$ cat src/hdl/kmd_pkg.sv
package kmd_pkg;

  // storage geometry
  localparam int MAX_COLUMNS = 16;
  localparam int MAX_ROWS    = 8;

  // field widths fixed by the item format
  localparam int COL_W   = 4;
  localparam int ROW_W   = 8;
  localparam int CNT_W   = 5;
  localparam int CFG_W   = 5;
  localparam int CFG_IDX_W = 2;

  // lanes cover the rows that are both stored and present in an item
  localparam int LaneCount = (MAX_ROWS < ROW_W) ? MAX_ROWS : ROW_W;
  localparam int ColIdxW   = (MAX_COLUMNS > 1) ? $clog2(MAX_COLUMNS) : 1;

  typedef enum logic [CFG_IDX_W-1:0] {
    CFG_ON_LIMIT  = 2'd0,
    CFG_OFF_LIMIT = 2'd1,
    CFG_COLUMNS   = 2'd2,
    CFG_ROWS      = 2'd3
  } cfg_idx_e;

  localparam logic [3:0]        ON_LIMIT_RST  = 4'd5;
  localparam logic signed [4:0] OFF_LIMIT_RST = -5'sd5;
  localparam logic [4:0]        COLUMNS_RST   = 5'd16;
  localparam logic [3:0]        ROWS_RST      = 4'd8;

  typedef struct packed {
    logic signed [CNT_W-1:0] count;
    logic                    pressed;
  } key_state_t;

  typedef struct packed {
    key_state_t state;
    logic       changed;
  } lane_res_t;

  typedef struct packed {
    logic [COL_W-1:0] column_echo;
    logic [ROW_W-1:0] pressed_keys;
    logic [ROW_W-1:0] changed_keys;
    logic             scan_complete;
  } result_t;

endpackage

$ cat src/hdl/kmd_if.sv
interface kmd_item_if;
  import kmd_pkg::*;
  logic             valid;
  logic             ready;
  logic [COL_W-1:0] column;
  logic [ROW_W-1:0] row_levels;

  modport source (output valid, output column, output row_levels, input ready);
  modport sink   (input valid, input column, input row_levels, output ready);
endinterface

interface kmd_result_if;
  import kmd_pkg::*;
  logic             valid;
  logic             ready;
  logic [COL_W-1:0] column_echo;
  logic [ROW_W-1:0] pressed_keys;
  logic [ROW_W-1:0] changed_keys;
  logic             scan_complete;

  modport source (output valid, output column_echo, output pressed_keys,
                  output changed_keys, output scan_complete, input ready);
  modport sink   (input valid, input column_echo, input pressed_keys,
                  input changed_keys, input scan_complete, output ready);
endinterface

$ cat src/hdl/kmd_lane.sv
module kmd_lane
  import kmd_pkg::*;
(
  input  key_state_t        state_i,
  input  logic              closed_i,
  input  logic [3:0]        on_limit_i,
  input  logic signed [4:0] off_limit_i,
  output lane_res_t         res_o
);

  logic signed [CNT_W:0] step;
  logic signed [CNT_W:0] on_ext;
  logic signed [CNT_W:0] off_ext;
  logic signed [CNT_W:0] clip_hi;
  logic signed [CNT_W:0] clip;
  logic                  now;

  always_comb begin
    on_ext  = signed'({2'b00, on_limit_i});
    off_ext = {off_limit_i[4], off_limit_i};
    step    = closed_i ? ({state_i.count[CNT_W-1], state_i.count} + 6'sd1)
                       : ({state_i.count[CNT_W-1], state_i.count} - 6'sd1);
    // upper clamp first, then lower
    clip_hi = (step >= on_ext) ? on_ext : step;
    clip    = (clip_hi <= off_ext) ? off_ext : clip_hi;
    // release wins over press when the limits cross
    if (clip <= off_ext) begin
      now = 1'b0;
    end else if (clip >= on_ext) begin
      now = 1'b1;
    end else begin
      now = state_i.pressed;
    end
    res_o.state.count   = clip[CNT_W-1:0];
    res_o.state.pressed = now;
    res_o.changed       = now ^ state_i.pressed;
  end

endmodule

$ cat src/hdl/kmd_merge.sv
module kmd_merge
  import kmd_pkg::*;
(
  input  logic             clk_i,
  input  logic             rst_ni,
  input  logic             push_i,
  input  logic             col_ok_i,
  input  logic [COL_W-1:0] column_i,
  input  logic             scan_complete_i,
  input  lane_res_t        lanes_i [LaneCount],
  output logic             full_o,
  kmd_result_if.source     out_o
);

  result_t    res;
  result_t    slot_q [2];
  logic       wr_ptr_q, rd_ptr_q;
  logic [1:0] cnt_q;
  logic       pop;

  // gather lane bits into row vectors
  always_comb begin
    res = '0;
    res.column_echo   = column_i;
    res.scan_complete = scan_complete_i;
    for (int r = 0; r < LaneCount; r++) begin
      res.pressed_keys[r] = col_ok_i & lanes_i[r].state.pressed;
      res.changed_keys[r] = col_ok_i & lanes_i[r].changed;
    end
  end

  assign pop    = out_o.valid & out_o.ready;
  assign full_o = (cnt_q == 2'd2);

  always_ff @(posedge clk_i or negedge rst_ni) begin
    if (!rst_ni) begin
      wr_ptr_q <= 1'b0;
      rd_ptr_q <= 1'b0;
      cnt_q    <= 2'd0;
    end else begin
      if (push_i) wr_ptr_q <= ~wr_ptr_q;
      if (pop)    rd_ptr_q <= ~rd_ptr_q;
      cnt_q <= cnt_q + {1'b0, push_i} - {1'b0, pop};
    end
  end

  always_ff @(posedge clk_i) begin
    if (push_i) slot_q[wr_ptr_q] <= res;
  end

  assign out_o.valid         = (cnt_q != 2'd0);
  assign out_o.column_echo   = slot_q[rd_ptr_q].column_echo;
  assign out_o.pressed_keys  = slot_q[rd_ptr_q].pressed_keys;
  assign out_o.changed_keys  = slot_q[rd_ptr_q].changed_keys;
  assign out_o.scan_complete = slot_q[rd_ptr_q].scan_complete;

  assert property (@(posedge clk_i) disable iff (!rst_ni) cnt_q != 2'd3)
    else $error("result buffer count overflow");

endmodule

$ cat src/hdl/key_matrix_debounce_core.sv
// channel   | dir | handshake         | payload
// in_i      | in  | valid/ready       | column, row_levels
// out_o     | out | valid/ready       | column_echo, pressed_keys, changed_keys, scan_complete
// cfg       | in  | cfg_we_i          | cfg_idx_i, cfg_wdata_i
//
// one item per cycle while in_i.ready is high; the column's key state is read,
// updated by the row lanes and written back in the accept cycle, so consecutive
// items on the same column need no forwarding
// results appear in the cycle after accept through a two-entry output buffer
// in_i.ready drops only when both buffer entries hold unclaimed results
// async active-low reset clears all counters and pressed bits at once, no sweep
module key_matrix_debounce_core
  import kmd_pkg::*;
(
  input  logic                 clk_i,
  input  logic                 rst_ni,
  input  logic                 cfg_we_i,
  input  logic [CFG_IDX_W-1:0] cfg_idx_i,
  input  logic [CFG_W-1:0]     cfg_wdata_i,
  kmd_item_if.sink             in_i,
  kmd_result_if.source         out_o
);

  // configuration registers
  logic [3:0]        on_limit_q;
  logic signed [4:0] off_limit_q;
  logic [4:0]        columns_q;
  logic [3:0]        rows_q;

  // per-key state, one row of lanes per column
  key_state_t key_q [MAX_COLUMNS][LaneCount];

  logic               full;
  logic               accept;
  logic               col_ok;
  logic [ColIdxW-1:0] col_idx;
  logic               scan_complete;
  key_state_t         cur   [LaneCount];
  logic               closed [LaneCount];
  lane_res_t          lane_res [LaneCount];

  always_ff @(posedge clk_i or negedge rst_ni) begin
    if (!rst_ni) begin
      on_limit_q  <= ON_LIMIT_RST;
      off_limit_q <= OFF_LIMIT_RST;
      columns_q   <= COLUMNS_RST;
      rows_q      <= ROWS_RST;
    end else if (cfg_we_i) begin
      case (cfg_idx_e'(cfg_idx_i))
        CFG_ON_LIMIT:  on_limit_q  <= cfg_wdata_i[3:0];
        CFG_OFF_LIMIT: off_limit_q <= signed'(cfg_wdata_i);
        CFG_COLUMNS:   columns_q   <= cfg_wdata_i;
        CFG_ROWS:      rows_q      <= cfg_wdata_i[3:0];
        default: ;
      endcase
    end
  end

  assign in_i.ready = ~full;
  assign accept     = in_i.valid & ~full;

  // columns beyond storage leave state alone and report no keys
  assign col_ok  = (32'(in_i.column) < MAX_COLUMNS);
  assign col_idx = ColIdxW'(in_i.column);

  // zero column count gives all ones after the decrement, never matching
  assign scan_complete = (columns_q != 5'd0) &&
                         ({1'b0, in_i.column} == (columns_q - 5'd1));

  // read the column and feed one lane per row; unused rows read as open
  always_comb begin
    for (int r = 0; r < LaneCount; r++) begin
      cur[r]    = key_q[col_idx][r];
      closed[r] = (4'(r) < rows_q) && !in_i.row_levels[r];
    end
  end

  for (genvar g = 0; g < LaneCount; g++) begin : g_lane
    kmd_lane u_lane (
      .state_i     (cur[g]),
      .closed_i    (closed[g]),
      .on_limit_i  (on_limit_q),
      .off_limit_i (off_limit_q),
      .res_o       (lane_res[g])
    );
  end

  // write back the updated column
  always_ff @(posedge clk_i or negedge rst_ni) begin
    if (!rst_ni) begin
      for (int c = 0; c < MAX_COLUMNS; c++) begin
        for (int r = 0; r < LaneCount; r++) begin
          key_q[c][r] <= '0;
        end
      end
    end else if (accept && col_ok) begin
      for (int r = 0; r < LaneCount; r++) begin
        key_q[col_idx][r] <= lane_res[r].state;
      end
    end
  end

  kmd_merge u_merge (
    .clk_i           (clk_i),
    .rst_ni          (rst_ni),
    .push_i          (accept),
    .col_ok_i        (col_ok),
    .column_i        (in_i.column),
    .scan_complete_i (scan_complete),
    .lanes_i         (lane_res),
    .full_o          (full),
    .out_o           (out_o)
  );

  // an accepted item always leaves a result behind
  assert property (@(posedge clk_i) disable iff (!rst_ni) accept |=> out_o.valid)
    else $error("accepted item produced no result");

  // an empty output buffer never stalls the input
  assert property (@(posedge clk_i) disable iff (!rst_ni) !out_o.valid |-> in_i.ready)
    else $error("input stalled with empty output buffer");

  // the lane result lands in storage for the column just processed
  assert property (@(posedge clk_i) disable iff (!rst_ni)
    (accept && col_ok) |=> key_q[$past(col_idx)][0] == $past(lane_res[0].state))
    else $error("key state write-back mismatch");

endmodule
$ cat src/flat_wrapper.sv
// flat-port wrapper written by rule: the top's interface ports become plain ports
module key_matrix_debounce_core_flat import kmd_pkg::*;
  (clk_i, rst_ni, cfg_we_i, cfg_idx_i, cfg_wdata_i, in_i_valid, in_i_column, in_i_row_levels, in_i_ready, out_o_valid, out_o_column_echo, out_o_pressed_keys, out_o_changed_keys, out_o_scan_complete, out_o_ready);
  kmd_item_if in_i_i ();
  kmd_result_if out_o_i ();
  input  logic clk_i;
  input  logic rst_ni;
  input  logic cfg_we_i;
  input  logic [CFG_IDX_W-1:0] cfg_idx_i;
  input  logic [CFG_W-1:0] cfg_wdata_i;
  input wire logic [$bits(in_i_i.valid)-1:0] in_i_valid;
  input wire logic [$bits(in_i_i.column)-1:0] in_i_column;
  input wire logic [$bits(in_i_i.row_levels)-1:0] in_i_row_levels;
  output wire logic [$bits(in_i_i.ready)-1:0] in_i_ready;
  output wire logic [$bits(out_o_i.valid)-1:0] out_o_valid;
  output wire logic [$bits(out_o_i.column_echo)-1:0] out_o_column_echo;
  output wire logic [$bits(out_o_i.pressed_keys)-1:0] out_o_pressed_keys;
  output wire logic [$bits(out_o_i.changed_keys)-1:0] out_o_changed_keys;
  output wire logic [$bits(out_o_i.scan_complete)-1:0] out_o_scan_complete;
  input wire logic [$bits(out_o_i.ready)-1:0] out_o_ready;
  assign in_i_i.valid = in_i_valid;
  assign in_i_i.column = in_i_column;
  assign in_i_i.row_levels = in_i_row_levels;
  assign in_i_ready = in_i_i.ready;
  assign out_o_valid = out_o_i.valid;
  assign out_o_column_echo = out_o_i.column_echo;
  assign out_o_pressed_keys = out_o_i.pressed_keys;
  assign out_o_changed_keys = out_o_i.changed_keys;
  assign out_o_scan_complete = out_o_i.scan_complete;
  assign out_o_i.ready = out_o_ready;
  key_matrix_debounce_core u_core (.clk_i(clk_i), .rst_ni(rst_ni), .cfg_we_i(cfg_we_i), .cfg_idx_i(cfg_idx_i), .cfg_wdata_i(cfg_wdata_i), .in_i(in_i_i), .out_o(out_o_i));
endmodule
$ cat config.mk
export PLATFORM = sky130hd
export DESIGN_NAME = key_matrix_debounce_core_flat
export DESIGN_NICKNAME = d
export VERILOG_FILES = /design/src/hdl/kmd_pkg.sv /design/src/hdl/kmd_if.sv /design/src/hdl/kmd_lane.sv /design/src/hdl/kmd_merge.sv /design/src/hdl/key_matrix_debounce_core.sv /design/src/flat_wrapper.sv
export SDC_FILE = /design/constraint.sdc
export NUM_CORES = 2
export LEC_CHECK = 0
export BUFFER_PORTS_ARGS = -buffer_cell sky130_fd_sc_hd__buf_2
export CAP_MARGIN = 30
export CORE_UTILIZATION = 35
export DETAILED_ROUTE_END_ITERATION = 7
export PLACE_DENSITY = 0.53
export REMOVE_ABC_BUFFERS = 1
export SKIP_CTS_REPAIR_TIMING = 1
export SYNTH_ARGS = -nofsm -noshare
export SYNTH_HDL_FRONTEND = slang
export SYNTH_SLANG_ARGS = --single-unit
$ cat constraint.sdc
create_clock -name clk_i -period 17.4 [get_ports clk_i]
set_input_delay 1.74 -clock clk_i [delete_from_list [all_inputs] [get_ports clk_i]]
set_output_delay 1.74 -clock clk_i [all_outputs]
set_load 0.01 [all_outputs]
==> metrics.md <==
| Metric | Value |
|---|---|
| Area grow syn2layout | `13.6%` |
| Core Rows | `128` |
| Final HPWL DP | `81800 um` |
| Metal3 WL | `~7000 um` |
| Largest family of logic cells by synthesized area | `multiplexers` |
| Commonest non-fill, non-tap cell in the layout | `dfrtp_1` |
| Synth Flop Type | `dfrtp_1` |
| Slew Limit Headroom | `30.0%` |
| #FFs+latches synth | `832` |
| Post-Syn Area per Cell | `10.9 sq um` |
| First-pass GRT wire length | `200000 um` |
| Fill count | `11800` |
| Port bufs | `46` |
| RSZ-0062 raised after global routing | `no` |
| Worst path max stage delay | `between 800 and 900 ps` |
| Routed wl met2 | `61400 um` |
| Slowest stage cell, crit path | `clkinv_1` |
| WP data required | `17820 ps` |
| Critical Path Source Type | `primary input` |
| Initial antenna violation count | `2` |
| Outcome | `complete, no violations` |
| Fraction of registers with async set/reset | `95.0%` |
| Drt total wl | `132000 um` |
| Measured slew at the worst slew-check pin | `1050 ps` |
| Synth Warn # | `0` |
| Hold Crit Class | `reg -> reg` |
| Final Hold Vio Count | `0` |
| Max cap viols | `0` |
| Final Cycle Share | `59.6%` |
| Post-Layout Cell Count | `5642` |
| Layout cell share with drive strength beyond 1 | `19.4%` |
| Floorplan core area | `0.122 sq mm` |
| Most frequent cells in the layout | `dfrtp_1 (781), nand2_1 (608), o21ai_0 (527)` |
| Number of distinct library cells after synthesis | `87` |
| Skew final | `22.3 ps` |
| Inserted Clock Buffers | `93` |
| EDFF count, synth | `42` |
| XOR/XNOR Fraction of Synth Area | `0.426%` |
| WS Path Type | `in -> reg` |
| Post-synthesis sequential area ratio | `48.8%` |
| Drt first pass iters | `5` |
| Max FO, Critical Path | `72` |
| Met1 wire length | `60000 um` |
| DR DRC count | `0` |
| Reg clk slew, reported paths | `60 ps` |
| Post-synth design cell area | `0.0431 sq mm` |
| Vias per inst | `5.44` |
| I/O pin total | `47` |
| Most used cell, CP | `o21ai_0` |
| Die W | `353 um` |
| Clk buf depth | `3` |
| Largest net degree at the start of global routing | `166` |
| Placed Cells incl. Taps | `roughly 5500` |
| Final Wtd Congestion | `roughly 0.87` |
| Tmin final | `10380 ps` |
| Nets | `4165` |
| FMAX | `between 90 and 100 MHz` |
| Area of the multi-input gates | `0.0209 sq mm` |
| Die area | `0.125 sq mm` |
| Top Metal Used | `met4` |
| Starting Density | `a little over a third` |
| Post-Synth Adder-Cell Area | `about 6.1%` |
| FF/Latch Area | `0.0210 sq mm` |
| Final worst slack | `7020 ps` |
| Vias in the first global route | `a little over 30000` |
| Overflow after GRT | `0` |
| Via Count | `30700` |
| CTS sink cnt | `832` |
| Mux cell area share after synthesis | `16.6%` |
| CTS tree | `done` |
| Setup TNS | `0 ps` |
| Wire length per cell | `23.4 um` |
| H-tree levels | `3` |
| Initial DRC count | `2603` |
| Die Y | `353 um` |
| Synth Area in Compound Gates | `14.0%` |
| Finish-stage setup viols | `0` |
| Max Slew Vio Count | `0` |
| Post-synthesis simple-gate area fraction | `10.7%` |
| Worst-Skew Late Latency | `680 ps` |
| CP endpoint kind | `flip-flop` |
| ANT cells | `0` |
| Cells after synthesis | `3956` |
| Data arrival, critical path | `10800 ps` |
| Total global-route track usage | `roughly a fifth` |
| DP Worst Slack | `~6400 ps` |
| CTS root buf | `clkbuf_16` |
| Antenna Nets Post-Route | `0` |
-- metal layers --
metal  vias up  global-route usage, %
li1      14300                      -
met1     15500                   29.8
met2       754                   34.1
met3       191                   3.19
met4         0                   6.12
met5         -                      0
-- cells in the mapped netlist, types with 30 or more instances --
master,n,area [sq um]
o21ai_0,527,2640
nor3_1,42,210
mux2_2,165,1860
nand2_1,624,2340
edfxtp_1,42,1260
buf_2,39,195
dfrtp_1,782,19600
nor2_1,225,845
nor2b_1,30,188
ha_1,197,2460
mux2i_1,50,500
nand3_1,32,160
o31ai_1,63,473
mux4_2,213,4800
clkbuf_1,207,777
inv_1,76,285
a21oi_1,177,886
a21o_1,44,330
-- critical path: cells and delay by family --
family                   cells  cell delay [ps]
adder cells (fa/ha/maj)      4             1330
AND/OR/NAND/NOR              5             1010
buffers and inverters        6             2290
multiplexers                 1              600
AO/OA/AOI/OAI               12             3240
XOR/XNOR                     1              360
-- path summary, 6_finish.rpt --
check | startpoint | to | slack [ps] | depth (start not counted)
setup / recovery | in_i_column[1] | u_core.u_merge.slot_q[0][12] | 7020 | 29
hold / removal | u_core.key_q[662] | u_core.key_q[662] | 480 | 2
setup reg to reg | u_core.key_q[411] | u_core.u_merge.slot_q[0][12] | 9060 | 30
hold reg to reg | u_core.key_q[662] | u_core.key_q[662] | 480 | 2
max in group asynchronous | rst_ni | u_core.key_q[198] | 13950 | 3
min in group asynchronous | rst_ni | u_core.u_merge.cnt_q[0] | 1120 | 1
-- cell families after synthesis --
logic type | after synthesis
compound gates | 1028
xor+xnor | 21
fa+ha+maj | 205
buf+inv | 363
flops | 832
mux | 429
simple gates | 1078
-- state kept, by name, summed over array words and instances, names as in the netlist --
register,count
u_core.off_limit_q,5
u_core.u_merge.rd_ptr_q,1
u_core.columns_q,5
u_core.rows_q,4
u_core.key_q,768
u_core.u_merge.slot_q,42
u_core.on_limit_q,4
u_core.u_merge.cnt_q,2
u_core.u_merge.wr_ptr_q,1
-- area by class of cell --
cell class	instances	share of cell area, %
repair buffers	166	2.99
multi-input cells	2761	42.5
well taps	1625	4.15
inverters	82	0.633
clock buffers	141	5.78
flip-flops and latches	832	42.9
clock inverters	35	0.970
-- through the flow --
step                      instance area, sq um  utilization [%]  hold slack, ps
after floorplan                          42000                -             440
after global routing                     49000             40.2             491
after detailed placement                 45600             37.3             460
final                                    49000             40.2             475
after CTS                                48900             40.1             472
after global placement                   45200             37.1             454
Power is not shown: default switching activity piles up to over one toggle a cycle in this logic, so the estimate is an artifact.
